`config.mk`:
```
export PLATFORM = sky130hd
export DESIGN_NAME = printf_subset_formatter_flat
export DESIGN_NICKNAME = d
export VERILOG_FILES = /design/src/hdl/pfs_pkg.sv /design/src/hdl/pfs_req_if.sv /design/src/hdl/pfs_rsp_if.sv /design/src/hdl/pfs_ctrl.sv /design/src/hdl/pfs_dpath.sv /design/src/hdl/printf_subset_formatter.sv /design/src/flat_wrapper.sv
export SDC_FILE = /design/constraint.sdc
export NUM_CORES = 1
export LEC_CHECK = 0
export ABC_AREA = 1
export ABC_CLOCK_PERIOD_IN_PS = 10600
export BUFFER_PORTS_ARGS = -buffer_cell sky130_fd_sc_hd__buf_4
export CORE_AREA = 2 2 156 158
export DETAILED_ROUTE_END_ITERATION = 6
export DIE_AREA = 0 0 158 160
export PLACE_DENSITY_LB_ADDON = 0.15
export SYNTH_ARGS = -nofsm -noshare
export SYNTH_HDL_FRONTEND = slang
export SYNTH_SLANG_ARGS = --single-unit
```
`constraint.sdc`:
```
create_clock -name clock -period 10.6 [get_ports clock]
set_input_delay 1.06 -clock clock [delete_from_list [all_inputs] [get_ports clock]]
set_output_delay 1.06 -clock clock [all_outputs]
set_load 0.02 [all_outputs]
```
`src/hdl/pfs_pkg.sv`:
```
package pfs_pkg;

   localparam logic [1:0] REQ_FMT   = 2'd0;
   localparam logic [1:0] REQ_STR   = 2'd1;
   localparam logic [1:0] REQ_START = 2'd2;

   localparam logic [7:0] CHAR_NUL     = 8'h00;
   localparam logic [7:0] CHAR_PERCENT = 8'h25;
   localparam logic [7:0] CHAR_MINUS   = 8'h2d;
   localparam logic [7:0] CHAR_D       = 8'h64;
   localparam logic [7:0] CHAR_X       = 8'h78;
   localparam logic [7:0] CHAR_S       = 8'h73;

   localparam int          DecDigits  = 10;
   localparam logic [30:0] CountMax   = 31'h7fffffff;
   localparam logic [3:0]  NullLen    = 4'd6;
   localparam logic [4:0]  LastBit    = 5'd31;

   typedef enum logic [1:0] {
      ST_IDLE,
      ST_CONVERT,
      ST_SIZE,
      ST_EMIT
   } state_type;

   typedef enum logic [2:0] {
      ACT_NONE,
      ACT_CHAR,
      ACT_NULL,
      ACT_DEC,
      ACT_HEX
   } act_type;

   typedef struct packed {
      logic idle;
      logic step;
      logic size;
      logic emit;
   } cmd_type;

   typedef struct packed {
      logic    req_fire;
      act_type act;
      logic    step_done;
      logic    emit_ok;
      logic    emit_last;
   } status_type;

   function automatic logic [7:0] hex_char(input logic [3:0] nib);
      logic [7:0] c;
      if (nib < 4'd10) begin
         c = 8'h30 + {4'h0, nib};
      end else begin
         c = 8'h57 + {4'h0, nib};
      end
      return c;
   endfunction

   function automatic logic [7:0] null_char(input logic [2:0] idx);
      logic [7:0] c;
      unique case (idx)
         3'd0:    c = 8'h28;
         3'd1:    c = 8'h6e;
         3'd2:    c = 8'h75;
         3'd3:    c = 8'h6c;
         3'd4:    c = 8'h6c;
         3'd5:    c = 8'h29;
         default: c = 8'h29;
      endcase
      return c;
   endfunction

endpackage

```
`src/hdl/pfs_req_if.sv`:
```
interface pfs_req_if;
   logic        valid;
   logic        ready;
   logic [1:0]  req_type;
   logic [7:0]  in_byte;
   logic [31:0] arg_value;
   logic        arg_null;

   modport source (output valid, req_type, in_byte, arg_value, arg_null, input ready);
   modport sink   (input valid, req_type, in_byte, arg_value, arg_null, output ready);
endinterface

```
`src/hdl/pfs_rsp_if.sv`:
```
interface pfs_rsp_if;
   logic        valid;
   logic        ready;
   logic [7:0]  out_char;
   logic        run_last;
   logic [30:0] chars_written;

   modport source (output valid, out_char, run_last, chars_written, input ready);
   modport sink   (input valid, out_char, run_last, chars_written, output ready);
endinterface

```
`src/hdl/pfs_ctrl.sv`:
```
module pfs_ctrl (
   input  logic                clock,
   input  logic                reset,
   input  pfs_pkg::status_type st,
   output pfs_pkg::cmd_type    cmd
);

   pfs_pkg::state_type state_ff, state_in;

   always_ff @(posedge clock) begin
      if (reset) begin
         state_ff <= pfs_pkg::ST_IDLE;
      end else begin
         state_ff <= state_in;
      end
   end

   always_comb begin
      state_in = state_ff;
      cmd      = '0;
      unique case (state_ff)
         pfs_pkg::ST_IDLE: begin
            cmd.idle = 1'b1;
            if (st.req_fire) begin
               unique case (st.act)
                  pfs_pkg::ACT_CHAR, pfs_pkg::ACT_NULL: state_in = pfs_pkg::ST_EMIT;
                  pfs_pkg::ACT_DEC:                     state_in = pfs_pkg::ST_CONVERT;
                  pfs_pkg::ACT_HEX:                     state_in = pfs_pkg::ST_SIZE;
                  default:                              state_in = pfs_pkg::ST_IDLE;
               endcase
            end
         end
         pfs_pkg::ST_CONVERT: begin
            cmd.step = 1'b1;
            if (st.step_done) begin
               state_in = pfs_pkg::ST_SIZE;
            end
         end
         pfs_pkg::ST_SIZE: begin
            cmd.size = 1'b1;
            state_in = pfs_pkg::ST_EMIT;
         end
         pfs_pkg::ST_EMIT: begin
            cmd.emit = st.emit_ok;
            if (st.emit_ok && st.emit_last) begin
               state_in = pfs_pkg::ST_IDLE;
            end
         end
         default: state_in = pfs_pkg::ST_IDLE;
      endcase
   end

endmodule

```
`src/hdl/pfs_dpath.sv`:
```
module pfs_dpath (
   input  logic                clock,
   input  logic                reset,
   pfs_req_if.sink             req_ch,
   pfs_rsp_if.source           rsp_ch,
   input  pfs_pkg::cmd_type    cmd,
   output pfs_pkg::status_type st
);

   logic                        pending_ff, pending_in;
   logic [30:0]                 total_ff, total_in;
   logic [9:0][3:0]             digits_ff, digits_in;
   logic [31:0]                 bin_ff, bin_in;
   logic [4:0]                  bit_cnt_ff, bit_cnt_in;
   logic                        sign_ff, sign_in;
   logic [3:0]                  rem_ff, rem_in;
   pfs_pkg::act_type            mode_ff, mode_in;
   logic [7:0]                  byte_ff, byte_in;
   logic                        rsp_valid_ff, rsp_valid_in;
   logic [7:0]                  out_char_ff, out_char_in;
   logic                        run_last_ff, run_last_in;
   logic [30:0]                 chars_ff, chars_in;

   pfs_pkg::act_type act;
   logic             fire;
   logic [9:0][3:0]  adj;
   logic [3:0]       ndig;
   logic [3:0]       nib_idx;
   logic [7:0]       emit_char;
   logic [30:0]      total_inc;

   assign req_ch.ready     = cmd.idle;
   assign fire             = cmd.idle && req_ch.valid;
   assign rsp_ch.valid     = rsp_valid_ff;
   assign rsp_ch.out_char  = out_char_ff;
   assign rsp_ch.run_last  = run_last_ff;
   assign rsp_ch.chars_written = chars_ff;

   always_comb begin
      act = pfs_pkg::ACT_NONE;
      unique case (req_ch.req_type)
         pfs_pkg::REQ_STR: begin
            if (req_ch.in_byte != pfs_pkg::CHAR_NUL) begin
               act = pfs_pkg::ACT_CHAR;
            end
         end
         pfs_pkg::REQ_FMT: begin
            priority if (req_ch.in_byte == pfs_pkg::CHAR_NUL) begin
               act = pfs_pkg::ACT_NONE;
            end else if (pending_ff) begin
               priority if (req_ch.in_byte == pfs_pkg::CHAR_D) begin
                  act = pfs_pkg::ACT_DEC;
               end else if (req_ch.in_byte == pfs_pkg::CHAR_X) begin
                  act = pfs_pkg::ACT_HEX;
               end else if (req_ch.in_byte == pfs_pkg::CHAR_S && req_ch.arg_null) begin
                  act = pfs_pkg::ACT_NULL;
               end else begin
                  act = pfs_pkg::ACT_NONE;
               end
            end else if (req_ch.in_byte == pfs_pkg::CHAR_PERCENT) begin
               act = pfs_pkg::ACT_NONE;
            end else begin
               act = pfs_pkg::ACT_CHAR;
            end
         end
         default: act = pfs_pkg::ACT_NONE;
      endcase
   end

   always_comb begin
      for (int i = 0; i < pfs_pkg::DecDigits; i++) begin
         adj[i] = (digits_ff[i] >= 4'd5) ? digits_ff[i] + 4'd3 : digits_ff[i];
      end
   end

   always_comb begin
      ndig = 4'd1;
      for (int i = 0; i < pfs_pkg::DecDigits; i++) begin
         if (digits_ff[i] != 4'h0) begin
            ndig = 4'(i + 1);
         end
      end
   end

   assign nib_idx   = rem_ff - 4'd1;
   assign total_inc = (total_ff == pfs_pkg::CountMax) ? total_ff : total_ff + 31'd1;

   always_comb begin
      unique case (mode_ff)
         pfs_pkg::ACT_CHAR: emit_char = byte_ff;
         pfs_pkg::ACT_NULL: emit_char = pfs_pkg::null_char(3'(pfs_pkg::NullLen - rem_ff));
         pfs_pkg::ACT_DEC, pfs_pkg::ACT_HEX: begin
            emit_char = sign_ff ? pfs_pkg::CHAR_MINUS : pfs_pkg::hex_char(digits_ff[nib_idx]);
         end
         default: emit_char = byte_ff;
      endcase
   end

   always_comb begin
      st.req_fire  = fire;
      st.act       = act;
      st.step_done = (bit_cnt_ff == pfs_pkg::LastBit);
      st.emit_ok   = !rsp_valid_ff || rsp_ch.ready;
      st.emit_last = !sign_ff && (rem_ff == 4'd1);
   end

   always_comb begin
      pending_in   = pending_ff;
      total_in     = total_ff;
      digits_in    = digits_ff;
      bin_in       = bin_ff;
      bit_cnt_in   = bit_cnt_ff;
      sign_in      = sign_ff;
      rem_in       = rem_ff;
      mode_in      = mode_ff;
      byte_in      = byte_ff;
      rsp_valid_in = rsp_valid_ff && !rsp_ch.ready;
      out_char_in  = out_char_ff;
      run_last_in  = run_last_ff;
      chars_in     = chars_ff;

      if (fire) begin
         mode_in = act;
         byte_in = req_ch.in_byte;
         sign_in = 1'b0;
         unique case (req_ch.req_type)
            pfs_pkg::REQ_START: begin
               total_in   = '0;
               pending_in = 1'b0;
            end
            pfs_pkg::REQ_FMT: begin
               pending_in = !pending_ff && (req_ch.in_byte == pfs_pkg::CHAR_PERCENT);
            end
            default: pending_in = pending_ff;
         endcase
         unique case (act)
            pfs_pkg::ACT_CHAR: rem_in = 4'd1;
            pfs_pkg::ACT_NULL: rem_in = pfs_pkg::NullLen;
            pfs_pkg::ACT_DEC: begin
               sign_in    = req_ch.arg_value[31];
               bin_in     = req_ch.arg_value[31] ? (32'd0 - req_ch.arg_value)
                                                 : req_ch.arg_value;
               digits_in  = '0;
               bit_cnt_in = '0;
            end
            pfs_pkg::ACT_HEX: digits_in = {8'h00, req_ch.arg_value};
            default: rem_in = rem_ff;
         endcase
      end

      if (cmd.step) begin
         digits_in  = {adj[9][2:0], adj[8:0], bin_ff[31]};
         bin_in     = {bin_ff[30:0], 1'b0};
         bit_cnt_in = bit_cnt_ff + 5'd1;
      end

      if (cmd.size) begin
         rem_in = ndig;
      end

      if (cmd.emit) begin
         rsp_valid_in = 1'b1;
         out_char_in  = emit_char;
         run_last_in  = st.emit_last;
         chars_in     = total_inc;
         total_in     = total_inc;
         if (sign_ff) begin
            sign_in = 1'b0;
         end else begin
            rem_in = rem_ff - 4'd1;
         end
      end
   end

   always_ff @(posedge clock) begin
      if (reset) begin
         pending_ff   <= 1'b0;
         total_ff     <= '0;
         rsp_valid_ff <= 1'b0;
         sign_ff      <= 1'b0;
         rem_ff       <= '0;
         bit_cnt_ff   <= '0;
         mode_ff      <= pfs_pkg::ACT_NONE;
      end else begin
         pending_ff   <= pending_in;
         total_ff     <= total_in;
         rsp_valid_ff <= rsp_valid_in;
         sign_ff      <= sign_in;
         rem_ff       <= rem_in;
         bit_cnt_ff   <= bit_cnt_in;
         mode_ff      <= mode_in;
      end
   end

   always_ff @(posedge clock) begin
      digits_ff   <= digits_in;
      bin_ff      <= bin_in;
      byte_ff     <= byte_in;
      out_char_ff <= out_char_in;
      run_last_ff <= run_last_in;
      chars_ff    <= chars_in;
   end

   a_emit_slot: assert property (@(posedge clock) disable iff (reset)
      cmd.emit |-> st.emit_ok)
      else $error("emit into occupied output register");

   a_last_idle: assert property (@(posedge clock) disable iff (reset)
      cmd.emit && st.emit_last |=> cmd.idle)
      else $error("controller not idle after last character");

   a_rem_live: assert property (@(posedge clock) disable iff (reset)
      cmd.emit && !sign_ff |-> rem_ff != 4'd0)
      else $error("emit with no characters remaining");

endmodule

```
`src/hdl/printf_subset_formatter.sv`:
```
// Channel | Dir | Handshake         | Payload
// req_ch  | in  | valid/ready       | req_type[1:0] in_byte[7:0] arg_value[31:0] arg_null
// rsp_ch  | out | valid/ready       | out_char[7:0] run_last chars_written[30:0]
//
// Literal or string byte: accept, then emit; (null): accept, then emit its six characters. Hex:
// accept, digit count, then the digits, most significant first. Decimal: accept,
// the 32-step binary-to-BCD shift loop, digit count, then a '-' if negative and the digits.
// reset is synchronous; it clears the pending '%', the count and the output.
// A stalled rsp_ch holds the emitter; req_ch is taken only while idle.
module printf_subset_formatter (
   input  logic      clock,
   input  logic      reset,
   pfs_req_if.sink   req_ch,
   pfs_rsp_if.source rsp_ch
);

   pfs_pkg::cmd_type    cmd;
   pfs_pkg::status_type st;

   pfs_ctrl u_ctrl (
      .clock (clock),
      .reset (reset),
      .st    (st),
      .cmd   (cmd)
   );

   pfs_dpath u_dpath (
      .clock  (clock),
      .reset  (reset),
      .req_ch (req_ch),
      .rsp_ch (rsp_ch),
      .cmd    (cmd),
      .st     (st)
   );

endmodule
```
`src/flat_wrapper.sv`:
```
// flat-port wrapper written by rule: the top's interface ports become plain ports
module printf_subset_formatter_flat 
  (clock, reset, req_ch_valid, req_ch_req_type, req_ch_in_byte, req_ch_arg_value, req_ch_arg_null, req_ch_ready, rsp_ch_valid, rsp_ch_out_char, rsp_ch_run_last, rsp_ch_chars_written, rsp_ch_ready);
  pfs_req_if req_ch_i ();
  pfs_rsp_if rsp_ch_i ();
  input  logic clock;
  input  logic reset;
  input wire logic [$bits(req_ch_i.valid)-1:0] req_ch_valid;
  input wire logic [$bits(req_ch_i.req_type)-1:0] req_ch_req_type;
  input wire logic [$bits(req_ch_i.in_byte)-1:0] req_ch_in_byte;
  input wire logic [$bits(req_ch_i.arg_value)-1:0] req_ch_arg_value;
  input wire logic [$bits(req_ch_i.arg_null)-1:0] req_ch_arg_null;
  output wire logic [$bits(req_ch_i.ready)-1:0] req_ch_ready;
  output wire logic [$bits(rsp_ch_i.valid)-1:0] rsp_ch_valid;
  output wire logic [$bits(rsp_ch_i.out_char)-1:0] rsp_ch_out_char;
  output wire logic [$bits(rsp_ch_i.run_last)-1:0] rsp_ch_run_last;
  output wire logic [$bits(rsp_ch_i.chars_written)-1:0] rsp_ch_chars_written;
  input wire logic [$bits(rsp_ch_i.ready)-1:0] rsp_ch_ready;
  assign req_ch_i.valid = req_ch_valid;
  assign req_ch_i.req_type = req_ch_req_type;
  assign req_ch_i.in_byte = req_ch_in_byte;
  assign req_ch_i.arg_value = req_ch_arg_value;
  assign req_ch_i.arg_null = req_ch_arg_null;
  assign req_ch_ready = req_ch_i.ready;
  assign rsp_ch_valid = rsp_ch_i.valid;
  assign rsp_ch_out_char = rsp_ch_i.out_char;
  assign rsp_ch_run_last = rsp_ch_i.run_last;
  assign rsp_ch_chars_written = rsp_ch_i.chars_written;
  assign rsp_ch_i.ready = rsp_ch_ready;
  printf_subset_formatter u_core (.clock(clock), .reset(reset), .req_ch(req_ch_i), .rsp_ch(rsp_ch_i));
endmodule
```
; ---- After elaboration in Yosys (flattened, before gate mapping)
; Cells that the tools add are included.
[word_totals]
ff_bits = 168
inputBits = 47
out_inout_bits = 42
[op_classes]
n_addsub = 17
order_cmp = 12
eq_ne = 26
muxes = 67
reduce_logical = 40
[ops]
columns = cell, n
row1 = $mux W32, 4
row2 = $mux W31, 4
row3 = $mux W4, 22
row4 = $mux W40, 2
row5 = $pmux W40 S2, 1
row6 = $ge A4 B3 Y1 const B, 10
row7 = $add A4 B2 Y4 const B, 9
row8 = $reduce_bool A4 Y1, 9
row9 = $sub A1 B32 Y32 const A, 1
row10 = $add A31 B1 Y31 const B, 1
row11 = $eq A31 B31 Y1 const B, 1
row12 = $pmux W7 S4, 1
row13 = $eq A8 B7 Y1 const B, 3
row14 = $eq A3 B2 Y1 const B, 6
row15 = $bmux W4 S4, 1
row16 = $mux W8, 2
row17 = $pmux W8 S2, 1
row18 = $mux W3, 5
row19 = $mux W5, 3
row20 = $mux W1, 11
row21 = $mux W2, 5
row22 = $reduce_and A2 Y1, 5
row23 = $reduce_bool A2 Y1, 5
row24 = $eq A3 B3 Y1 const B, 3
row25 = other kinds (31), 47

; ---- Depth between registers and ports, before layout
; Gate-level depths: netlist of the first run.
[logic_depth]
depth_word = 14
depth_mapped = 17
ltp_nobuf = 15

; ---- Modules after synthesis
; From an unflattened synthesis of the first run, not the netlist that was laid out.
[unflattened]
hier_cells = 1289
hier_area_um2 = 10313.6
[modules_own_cells]
columns = mod, instances, cells_each, area_per_inst_um2
row1 = pfs_dpath, 1, 1250, 10065.9
row2 = pfs_ctrl, 1, 39, 247.7

; ---- Worst setup path after synthesis of the first run
; OpenSTA, ideal clock, no wires.
[synth_path]
kind = input-to-reg
startpoint = in req_ch_req_type[0]
endpoint = reg u_core.u_dpath.digits_ff[0] in the netlist's numbering (enable)
setup_ns = 0.493
t_arrival_ns = 4.687
required_ns = 10.107
path_slack_ns = 5.420
cell_stages = 6
cell_sequence = nor2_1 nand4_1 nor3_4 inv_2 clkbuf_1 o21ai_0
[synth_between]
elab_chain_len = 5
elab_cells_between_ends = 7
cone_classes = eq/ne (3) / mux (1) / reduce/logical (3)
[synth_rtl]
columns = item, line
row1 = "start, declared", flat_wrapper.sv:9  ; input wire logic [$bits(req_ch_i.req_type)-1:0] req_ch_req_type;
row2 = $eq A2 B1 Y1 / $logic_not A2 Y1 (equally long branches), pfs_dpath.sv:41  ; unique case (req_ch.req_type)
row3 = $pmux W3 S2 (*), pfs_dpath.sv:41
row4 = $eq A3 B3 Y1 / $eq A3 B2 Y1 (equally long branches), pfs_dpath.sv:136  ; unique case (act)
row5 = $reduce_bool A3 Y1 (no source line) (*), n/a
row6 = $reduce_and A2 Y1 (no source line) (*), n/a
row7 = "end signal, assigned", pfs_dpath.sv:196  ; digits_ff <= digits_in;
row8 = "end, declared", pfs_dpath.sv:12  ; logic [9:0][3:0] digits_ff, digits_in;
; Every way passes the cells marked *; elsewhere a longest branch is shown, timed or not.
; A chain may end at the register's enable or synchronous reset.

; ---- Worst setup path in the final report of the first run
[layout_path]
startpoint = in req_ch_in_byte[7]
endpoint = reg u_core.u_dpath.digits_ff[38] in the netlist's numbering (enable)
[layout_between]
elab_chain_len = 11
elab_cells_between_ends = 19
cone_classes = eq/ne (6) / mux (8) / reduce/logical (5)
[layout_rtl]
columns = item, line
row1 = "start, declared", flat_wrapper.sv:10  ; input wire logic [$bits(req_ch_i.in_byte)-1:0] req_ch_in_byte;
row2 = $eq A8 B7 Y1, pfs_dpath.sv:55  ; end else if (req_ch.in_byte == pfs_pkg::CHAR_S && req_ch.arg_null) begin
row3 = $logic_and A1 B1 Y1, pfs_dpath.sv:55
row4 = $mux W2, pfs_dpath.sv:55
row5 = $mux W3, pfs_dpath.sv:53  ; end else if (req_ch.in_byte == pfs_pkg::CHAR_X) begin
row6 = $mux W3, pfs_dpath.sv:51  ; priority if (req_ch.in_byte == pfs_pkg::CHAR_D) begin
row7 = $mux W3, pfs_dpath.sv:50  ; end else if (pending_ff) begin
row8 = $mux W3, pfs_dpath.sv:48  ; priority if (req_ch.in_byte == pfs_pkg::CHAR_NUL) begin
row9 = $pmux W3 S2 (*), pfs_dpath.sv:41
row10 = $eq A3 B3 Y1 / $eq A3 B2 Y1 (equally long branches), pfs_dpath.sv:136
row11 = $reduce_bool A3 Y1 (no source line) (*), n/a
row12 = $reduce_and A2 Y1 (no source line) (*), n/a
; Marks and branches as above.

==> results of run 1 <==
==> layer usage <==
layer	global-route usage	vias to the layer above	wire, um
met5	0	-	0
met4	0.0467	0	308
met3	0.0334	26	1370
met2	0.334	252	12000
met1	0.299	4069	12400
li1	-	4416	-
==> cells by family after synthesis <==
| logic type | count (synthesis) |
|---|---|
| compound gates | 239 |
| flops | 168 |
| buf+inv | 191 |
| fa+ha+maj | 35 |
| xor+xnor | 68 |
| simple gates | 576 |
==> Yosys cell counts (all sizes together) (3+ instances only) <==
library cell,instances
buf,19
o31ai,32
nor2,135
xor2,51
a32o,3
dfxtp,49
nor4,3
xnor2,17
o22ai,3
or2,7
o211ai,6
o41ai,5
nand4,15
inv,147
clkbuf,23
nand2,314
o21ai,96
edfxtp,119
ha,35
nor3,25
nand3,72
a21oi,85
==> flip-flops by register name (all words and copies together), names as in the netlist <==
name	flops
u_core.u_ctrl.state_ff	2
u_core.u_dpath.sign_ff	1
u_core.u_dpath.rsp_ch.run_last	1
u_core.u_dpath.bin_ff	32
u_core.u_dpath.pending_ff	1
u_core.u_dpath.mode_ff	3
u_core.u_dpath.rsp_ch.out_char	8
u_core.u_dpath.total_ff	31
u_core.u_dpath.byte_ff	8
u_core.u_dpath.digits_ff	40
u_core.u_dpath.bit_cnt_ff	5
u_core.u_dpath.rem_ff	4
u_core.u_dpath.rsp_ch.valid	1
u_core.u_dpath.rsp_ch.chars_written	31
==> stage by stage <==
| step | hold WS [ps] | utilization | cell area, um2 | power (uW) | worst slack, ps |
|---|---|---|---|---|---|
| 5_1_grt | 490 | 0.504 | 12000 | 2710 | 7260 |
| 4_1_cts | 467 | 0.504 | 12000 | 2550 | 7460 |
| 3_3_place_gp | 460 | 0.479 | 11400 | 1900 | 7050 |
| 3_5_place_dp | 457 | 0.479 | 11400 | 1920 | 7000 |
| 2_1_floorplan | 437 | - | 10500 | 1660 | 5420 |
| 6_report | 464 | 0.504 | 12000 | 2530 | 7450 |
==> power by group through the flow <==
stage / clock (uW) / combinational, uW / sequential [uW]
final: 633 / 919 / 979
after global routing: 670 / 1050 / 996
after CTS: 648 / 927 / 979
after detailed placement: 0 / 923 / 993
after global placement: 0 / 912 / 992
after floorplan: 0 / 672 / 990
==> area by class of cell <==
cell class                 count  area [um2]  share of cell area
timing repair buffer          95         713              0.0594
sequential                   168        4550               0.379
multi-input combinational    918        5180               0.432
tap                          324         405              0.0338
clock inverter                14         161              0.0134
clock buffer                  18         429              0.0357
inverter                     149         559              0.0466
==> worst max-delay path: stages <==
cell and delay, ps:
buf_4 120, inv_1 40, nand2_1 60, nor2_1 140, inv_1 100, nor3_4 580
inv_2 380, o21ai_4 210, buf_4 480
==> worst paths after layout <==
path | cells after the start | slack (ps) | from | to
hold / removal | 2 | 460 | u_core.u_dpath.bit_cnt_ff[3] | u_core.u_dpath.bit_cnt_ff[3]
setup / recovery | 9 | 7450 | req_ch_in_byte[7] | u_core.u_dpath.digits_ff[38]
hold reg to reg | 2 | 460 | u_core.u_dpath.bit_cnt_ff[3] | u_core.u_dpath.bit_cnt_ff[3]
setup reg to reg | 10 | 7500 | u_core.u_ctrl.state_ff[0] | u_core.u_dpath.digits_ff[38]
==> results_dict.tcl, run 1 <==
set metrics [dict create \
    status "finished clean" \
    setup_violations 0 \
    synth_compound_area_frac 0.138 \
    p_switching_uw 991 \
    synthesis.area_mm2 0.0105 \
    cts_made_buffers 17 \
    dp_hpwl_mm 19.2 \
    p_leak_uw 0.00480 \
    grt_max_degree 61 \
    row_count 57 \
    netlist.area_leader.share 0.340 \
    p_comb_frac 0.363 \
    power_frac_seq 0.387 \
    routed_wl_mm 26.1 \
    syn_nets 1359 \
    maxSlewViolCount 0 \
    ios 89 \
    arrival_ps 3220 \
    fillers 2299 \
    clock_latency_ps 430 \
    syn_to_final_growth_pct 14.2 \
    synth_flop_cell "edfxtp_1" \
    tightest_slew_ps 912 \
    hold_path_class "flop to flop" \
    worstSetupPathType "input port to flop" \
    start_util 0.441 \
    via_per_inst 5.20 \
    dieWidth_um 158 \
    final_cells 1686 \
    clock-root-buffer "clkbuf_16" \
    dieArea_mm2 0.0253 \
    antenna_found_initial 0 \
    synth.area.top_cells "edfxtp_1, nand2_1, dfxtp_1" \
    grt_pass1_wl_mm 42.2 \
    coreArea_mm2 0.0238 \
    synthAdderAreaFrac 0.0417 \
    synth_xor_area_frac 0.0574 \
    rsz0062_at_grt "no" \
    ys_seq_elements 168 \
    first_global_vias 8133 \
    synthMuxAreaShare 0 \
    track_usage 0.209 \
    final_nets 1431 \
    synth_top_family_by_area "simple AND/OR/NAND/NOR gates" \
    swShare 0.391 \
    finalClockSkew_ps 14.7 \
    ant_nets 0 \
    cp_max_fo 40 \
    fmax_ghz 0.318 \
    cts_buffer_depth 2 \
    place_congestion 0.899 \
    num_vias 8763 \
    cts-htree-levels 4 \
    worstPathRequired_ps 10670 \
    powerDensity_mw_per_mm2 211 \
    synth_cells 1277 \
    die_h_um 160 \
    p_int_uw 1540 \
    grt-ovfl-total 0 \
    synth-edff-count 119 \
    drc 0 \
    setup_tns_ps 0 \
    antennaDiodeCount 0 \
    fin_crit_ps 3150 \
    synth.largest_area_cell "edfxtp_1" \
    cts_setup_buffers 0 \
    postCtsHoldBufs 0 \
    finalCritPeriodShare 0.297 \
    ys_seq_area_frac 0.433 \
    tritoncts "yes" \
    routedWlPerCell_um 15.5 \
    clock-sinks 168 \
    layout-drive-gt1-share 0.187 \
    io_buffers 88 \
    layout_common_cells "nand2_1, inv_1, nor2_1, edfxtp_1, buf_4" \
    worstSetupEndpointType "flop" \
    cp-start-kind "input port" \
    vdd_drop_max_mv 0.114 \
    layout_commonest_cell "nand2_1" \
    drt_iter0_drc 531 \
    ys_async_sr_fraction 0 \
    clk_pin_slew_ps 70 \
    dp.cells 1654 \
    yosys.area_share.simple 0.254 \
    syn_area_per_cell_um2 8.23 \
    ys_types 50 \
    drv_cap 0 \
    hold_violations 0 \
    yosysWarnings 0 \
    slew_headroom 0.390 \
    p_clk_frac 0.250 \
    drt_first_pass_iters 5 \
    postCtsResizedCells 0 \
]
No activity file was read; power rests on OpenSTA's default activity.
==> run 2, diff against run 1 <==
--- a/config.mk
+++ b/config.mk
@@ -6,7 +6,7 @@
 export NUM_CORES = 1
 export LEC_CHECK = 0
 export ABC_AREA = 1
-export ABC_CLOCK_PERIOD_IN_PS = 10600
+export ABC_CLOCK_PERIOD_IN_PS = 2800
 export BUFFER_PORTS_ARGS = -buffer_cell sky130_fd_sc_hd__buf_4
 export CORE_AREA = 2 2 156 158
 export DETAILED_ROUTE_END_ITERATION = 6
==> constraint.sdc (replaced) <==
create_clock -name clock -period 2.8 [get_ports clock]
set_input_delay 0.28 -clock clock [delete_from_list [all_inputs] [get_ports clock]]
set_output_delay 0.28 -clock clock [all_outputs]
set_load 0.02 [all_outputs]
==> results_dict.tcl, run 2 (same netlist as run 1, synthesis figures left out) <==
set metrics [dict create \
    clock-root-buffer "clkbuf_16" \
    antennaDiodeCount 0 \
    setup_tns_ps 0 \
    met2_length_mm 12.4 \
    first_global_vias 8372 \
    arrival_ps 2680 \
    dr.max_layer_used "met4" \
    start_util 0.441 \
    tightest_slew_ps 736 \
    swShare 0.394 \
    routed_wl_mm 26.5 \
    hold_path_class "input port to flop" \
    timing.rr.start "u_core.u_dpath.rem_ff[1]" \
    grt_max_degree 60 \
    setup_violations 0 \
    num_vias 8797 \
    powerDensity_mw_per_mm2 798 \
    p_clk_frac 0.244 \
    drc 0 \
    maxSlewViolCount 0 \
    dp_hpwl_mm 19.7 \
    coreArea_mm2 0.0238 \
    clk_pin_slew_ps 70 \
    drt_first_pass_iters 6 \
    p_leak_uw 0.00484 \
    clock-sinks 168 \
    finalWorstSetupSlack_ps 309 \
    cts_made_buffers 17 \
    p_comb_frac 0.371 \
    dieArea_mm2 0.0253 \
    ff2ff_path_depth 14 \
    cp-start-kind "flop" \
    vdd_drop_max_mv 0.444 \
    die_h_um 160 \
    power_frac_seq 0.385 \
    hold_depth 1 \
    finalClockSkew_ps 11.8 \
    routedWlPerCell_um 15.6 \
    dieWidth_um 158 \
    drt_iter0_drc 626 \
    hold_ws_ps 47.9 \
    cts_buffer_depth 2 \
    stdcell_area_mm2 0.0121 \
    slew_headroom 0.508 \
    io_buffers 88 \
    row_count 57 \
    ant_nets 0 \
    drt-met1-wl_mm 12.4 \
    worstSetupPathType "flop to flop" \
    hold_start "req_ch_in_byte[7]" \
    drv_cap 0 \
    antenna_found_initial 0 \
    layout-drive-gt1-share 0.194 \
    largest_reg_flops 40 \
    tritoncts "yes" \
    postCtsResizedCells 0 \
    final_cells 1696 \
    wl_met3_mm 1.32 \
    postCtsHoldBufs 0 \
    top_regs "u_core.u_dpath.digits_ff x40, u_core.u_dpath.bin_ff x32" \
    clock_latency_ps 440 \
    p_int_uw 5840 \
    via_per_inst 5.19 \
    placement.cell_area_mm2 0.0115 \
    holdPathEnd "u_core.u_dpath.byte_ff[7]" \
    rsz0062_at_grt "no" \
    reg2reg_to "u_core.u_dpath.rsp_ch.out_char[2]" \
    worstPathRequired_ps 2990 \
    ios 89 \
    fmax_ghz 0.401 \
    seq_area_mm2 0.00455 \
    finalCritPeriodShare 0.890 \
    final_nets 1441 \
    place_congestion 0.869 \
    cts_setup_buffers 0 \
    syn_to_final_growth_pct 15.0 \
    status "finished clean" \
    track_usage 0.213 \
    layout_commonest_cell "nand2_1" \
    dp.cells 1664 \
    fin_crit_ps 2490 \
    p_switching_uw 3800 \
    fillers 2354 \
    hold_violations 0 \
    multi_input_area_mm2 0.00519 \
    cts-htree-levels 4 \
    place_ws_ps 380 \
    layout_common_cells "nand2_1, inv_1, nor2_1, edfxtp_1, buf_4" \
    cp_max_fo 6 \
    max_flop_register "u_core.u_dpath.digits_ff" \
    worstSetupEndpointType "flop" \
    grt_pass1_wl_mm 42.6 \
    ff2ff_setup_slack_ps 310 \
    grt-ovfl-total 0 \
]
run 2: changes by cell type in the layout (fill, tap and decap cells not counted), sizes merged:
cell,change
buf,+10
bufinv,-1
clkbuf,+1
clkinv,-3
clkinvlp,+1
inv,+2
run 2: routing by layer:
metal | track usage | up-vias
li1 | - | 4433
met1 | 0.300 | 4089
met2 | 0.340 | 238
met3 | 0.0380 | 37
met4 | 0.0561 | 0
met5 | 0 | -
run 2: worst max-delay path by stage:
stage | endpoint | cells after the start | slack, ps | start
global placement | u_core.u_dpath.rsp_ch.out_char[2] | 14 | 470 | u_core.u_dpath.rem_ff[1]
finish | u_core.u_dpath.rsp_ch.out_char[2] | 14 | 310 | u_core.u_dpath.rem_ff[1]
floorplan | u_core.u_dpath.digits_ff[0] | 8 | 10 | u_core.u_ctrl.state_ff[0]
global route | u_core.u_dpath.rsp_ch.out_char[4] | 13 | 100 | u_core.u_dpath.rem_ff[1]
CTS | u_core.u_dpath.rsp_ch.out_char[2] | 14 | 370 | u_core.u_dpath.rem_ff[1]
detailed placement | u_core.u_dpath.rsp_ch.out_char[2] | 14 | 380 | u_core.u_dpath.rem_ff[1]
run 2: critical path, cell delays in order, from the launching register on:
cell     delay, ps
dfxtp_1        430
inv_1          140
ha_1           420
inv_1          150
a21oi_1        140
o21ai_0        110
nand3_1        110
nand3_1         90
nand2_1        120
ha_1           180
nand2_1         50
a21oi_1        130
nand2_1         70
nand2_1         50
nand2_1         40
run 2: power by group through the flow:
stage / clock network, uW / logic (uW) / registers (uW)
finish: 2350 / 3570 / 3710
global route: 2510 / 4050 / 3770
global placement: 0 / 3530 / 3760
floorplan: 0 / 2560 / 3720
detailed placement: 0 / 3580 / 3760
CTS: 2400 / 3590 / 3710
run 2: stage by stage:
step,total power [uW],utilization
finish,9640,0.507
global route,10300,0.507
CTS,9700,0.507
detailed placement,7340,0.483
global placement,7290,0.483
floorplan,6280,-
run 2: area by class of cell:
cell class	instances	area share
sequential	168	0.377
multi-input combinational	918	0.429
timing repair buffer	105	0.0663
inverter	149	0.0463
clock inverter	13	0.0110
clock buffer	19	0.0367
tap	324	0.0336
==> run 3, diff against run 2 <==
--- a/config.mk
+++ b/config.mk
@@ -8,10 +8,11 @@
 export ABC_AREA = 1
 export ABC_CLOCK_PERIOD_IN_PS = 2800
 export BUFFER_PORTS_ARGS = -buffer_cell sky130_fd_sc_hd__buf_4
-export CORE_AREA = 2 2 156 158
+export CORE_AREA = 2 2 155 157
 export DETAILED_ROUTE_END_ITERATION = 6
-export DIE_AREA = 0 0 158 160
+export DIE_AREA = 0 0 157 159
 export PLACE_DENSITY_LB_ADDON = 0.15
 export SYNTH_ARGS = -nofsm -noshare
 export SYNTH_HDL_FRONTEND = slang
+export SYNTH_HIERARCHICAL = 1
 export SYNTH_SLANG_ARGS = --single-unit
==> results_dict.tcl, run 3 <==
set metrics [dict create \
    ff2ff_setup_slack_ps 170 \
    antenna_found_initial 0 \
    num_vias 8813 \
    worstSetupEndpointType "flop" \
    synthTopCellsByCount "nand2_1, inv_1, edfxtp_1, nor2_1, o21ai_0" \
    synth-edff-count 119 \
    synth_flop_cell "edfxtp_1" \
    ys_types 51 \
    yosysWarnings 6 \
    synth_cells 1289 \
    ys_seq_area_frac 0.442 \
    coreArea_mm2 0.0232 \
    worstSetupPathType "flop to flop" \
    cp_cell_sequence "inv_1, ha_2, inv_1, a21oi_1, o21ai_0, nand3_1, nand3_1, nand2_1, ha_1, nand3_1, a21oi_1, nand2_1, nand2_1, nand3_1" \
    slew_headroom 0.583 \
    cts_setup_buffers 0 \
    place_congestion 0.862 \
    grt-ovfl-total 0 \
    clock-root-buffer "clkbuf_16" \
    layout_common_cells "nand2_1, inv_1, edfxtp_1" \
    clk_pin_slew_ps 80 \
    ant_nets 0 \
    antennaDiodeCount 0 \
    drt_iter0_drc 474 \
    drt_first_pass_iters 5 \
    drc 0 \
    row_count 56 \
    dieArea_mm2 0.0250 \
    clock_latency_ps 430 \
    ys_seq_elements 168 \
    dp_hpwl_mm 18.6 \
    layout_commonest_cell "nand2_1" \
    syn_area_per_cell_um2 8.00 \
    syn_to_final_growth_pct 16.1 \
    ios 89 \
    grt_pass1_wl_mm 42.4 \
    die_h_um 159 \
    routed_wl_mm 25.7 \
    vdd_drop_max_mv 0.457 \
    finalCritPeriodShare 0.938 \
    critPathMostFrequentCell "nand3_1" \
    io_buffers 88 \
    hold_path_class "input port to flop" \
    start_util 0.445 \
    synth.largest_area_cell "edfxtp_1" \
    top_regs "u_core/u_dpath/digits_ff x40, u_core/u_dpath/bin_ff x32" \
    cp-start-kind "flop" \
    max_stage_delay_ps 470 \
    via_per_inst 5.17 \
    synthesis.area_mm2 0.0103 \
    placement.cell_area_mm2 0.0113 \
    fin_crit_ps 2630 \
    layout-drive-gt1-share 0.144 \
    tritoncts "yes" \
    fmax_ghz 0.381 \
    finalClockSkew_ps 16.6 \
    worstPathRequired_ps 2980 \
    ys_async_sr_fraction 0 \
    cp_max_fo 12 \
    status "finished clean" \
    largest_reg_flops 40 \
    cp_num_buf_inv 2 \
    maxSlewViolCount 0 \
    first_global_vias 8418 \
    cts_made_buffers 17 \
    stdcell_area_mm2 0.0120 \
    tightest_slew_ps 625 \
    max_flop_register "u_core/u_dpath/digits_ff" \
    drv_cap 0 \
    powerDensity_mw_per_mm2 767 \
    hold_violations 0 \
    hold_ws_ps 38.2 \
    dieWidth_um 157 \
    grt_max_degree 59 \
    synth.area.top_cells "edfxtp_1, nand2_1, dfxtp_1" \
    setup_violations 0 \
    yosysMostFrequentCell "nand2_1" \
    cts-htree-levels 4 \
    cp_slowest_cell "ha_2" \
    netlist.area_leader.share 0.346 \
    track_usage 0.211 \
    clock-sinks 168 \
    crit_family "adder cells" \
    routedWlPerCell_um 15.1 \
    syn_nets 1371 \
    arrival_ps 2810 \
    cts_buffer_depth 2 \
    final_nets 1453 \
    p_leak_uw 0.00489 \
]
==> run 3: cell types whose count changed in the layout (fill, tap and decap cells not counted), sizes merged, moves of 5 or more <==
| cell | delta |
|---|---|
| xnor2 | -6 |
| nor3 | +5 |
| nor2 | -28 |
| a21oi | +6 |
| xor2 | -9 |
| nand3 | +16 |
| a211oi | +6 |
| o21ai | +14 |
| inv | +15 |
==> run 3: cell families after synthesis <==
| family | after synthesis | synth area share |
|---|---|---|
| AOI/OAI and AO/OA | 256 | 0.146 |
| and+or+nand+nor | 571 | 0.244 |
| xor gates and xnor gates | 53 | 0.0457 |
| adders and majority gates | 35 | 0.0425 |
| buffers and inverters | 206 | 0.0801 |
| DFF | 168 | 0.442 |
==> run 3: per-stage QoR <==
step | TNS, ps | total power [uW] | setup WS [ps] | util | std cells
global placement | 0 | 6630 | 291 | 0.488 | 1671
detailed placement | 0 | 6680 | 165 | 0.488 | 1671
floorplan | 0 | 5770 | 347 | - | 1289
global route | -4.17 | 9830 | -4.17 | 0.516 | 1703
CTS | 0 | 9250 | 98.1 | 0.516 | 1703
finish | 0 | 9190 | 173 | 0.516 | 1703
==> run 3: power by group <==
group,internal [uW],switching [uW],total [uW]
clock,1390,1140,2530
combinational,1030,2070,3100
sequential,3280,284,3560
==> run 3: timing repair <==
action	in CTS	in global routing
setup endpoints to repair	0	3
resized for setup	0	2
hold buffers	0	0
==> run 3: path summary, 6_finish.rpt <==
path,start,end,cells past startpoint
setup / recovery,u_core/u_dpath/rem_ff[1],u_core/u_dpath/rsp_ch.out_char[2],14
hold / removal,req_ch_in_byte[7],u_core/u_dpath/byte_ff[7],1
setup reg to reg,u_core/u_dpath/rem_ff[1],u_core/u_dpath/rsp_ch.out_char[2],14
hold reg to reg,u_core/u_dpath/bit_cnt_ff[3],u_core/u_dpath/bit_cnt_ff[3],1
==> run 3: cell type report <==
class / instances / area [um2]
fillers: 2211 / 11200
multi-input cells: 915 / 4950
flip-flops and latches: 168 / 4550
repair buffers: 104 / 806
inverters: 165 / 619
clock buffers: 19 / 475
well taps: 319 / 399
clock inverters: 13 / 168
==> run 3: per-layer routing <==
layer | up-vias | share of wire | global-route usage
li1 | 4494 | - | -
met1 | 4089 | 0.46 | 0.281
met2 | 205 | 0.48 | 0.358
met3 | 25 | 0.043 | 0.0299
met4 | 0 | 0.014 | 0.0563
met5 | - | 0 | 0
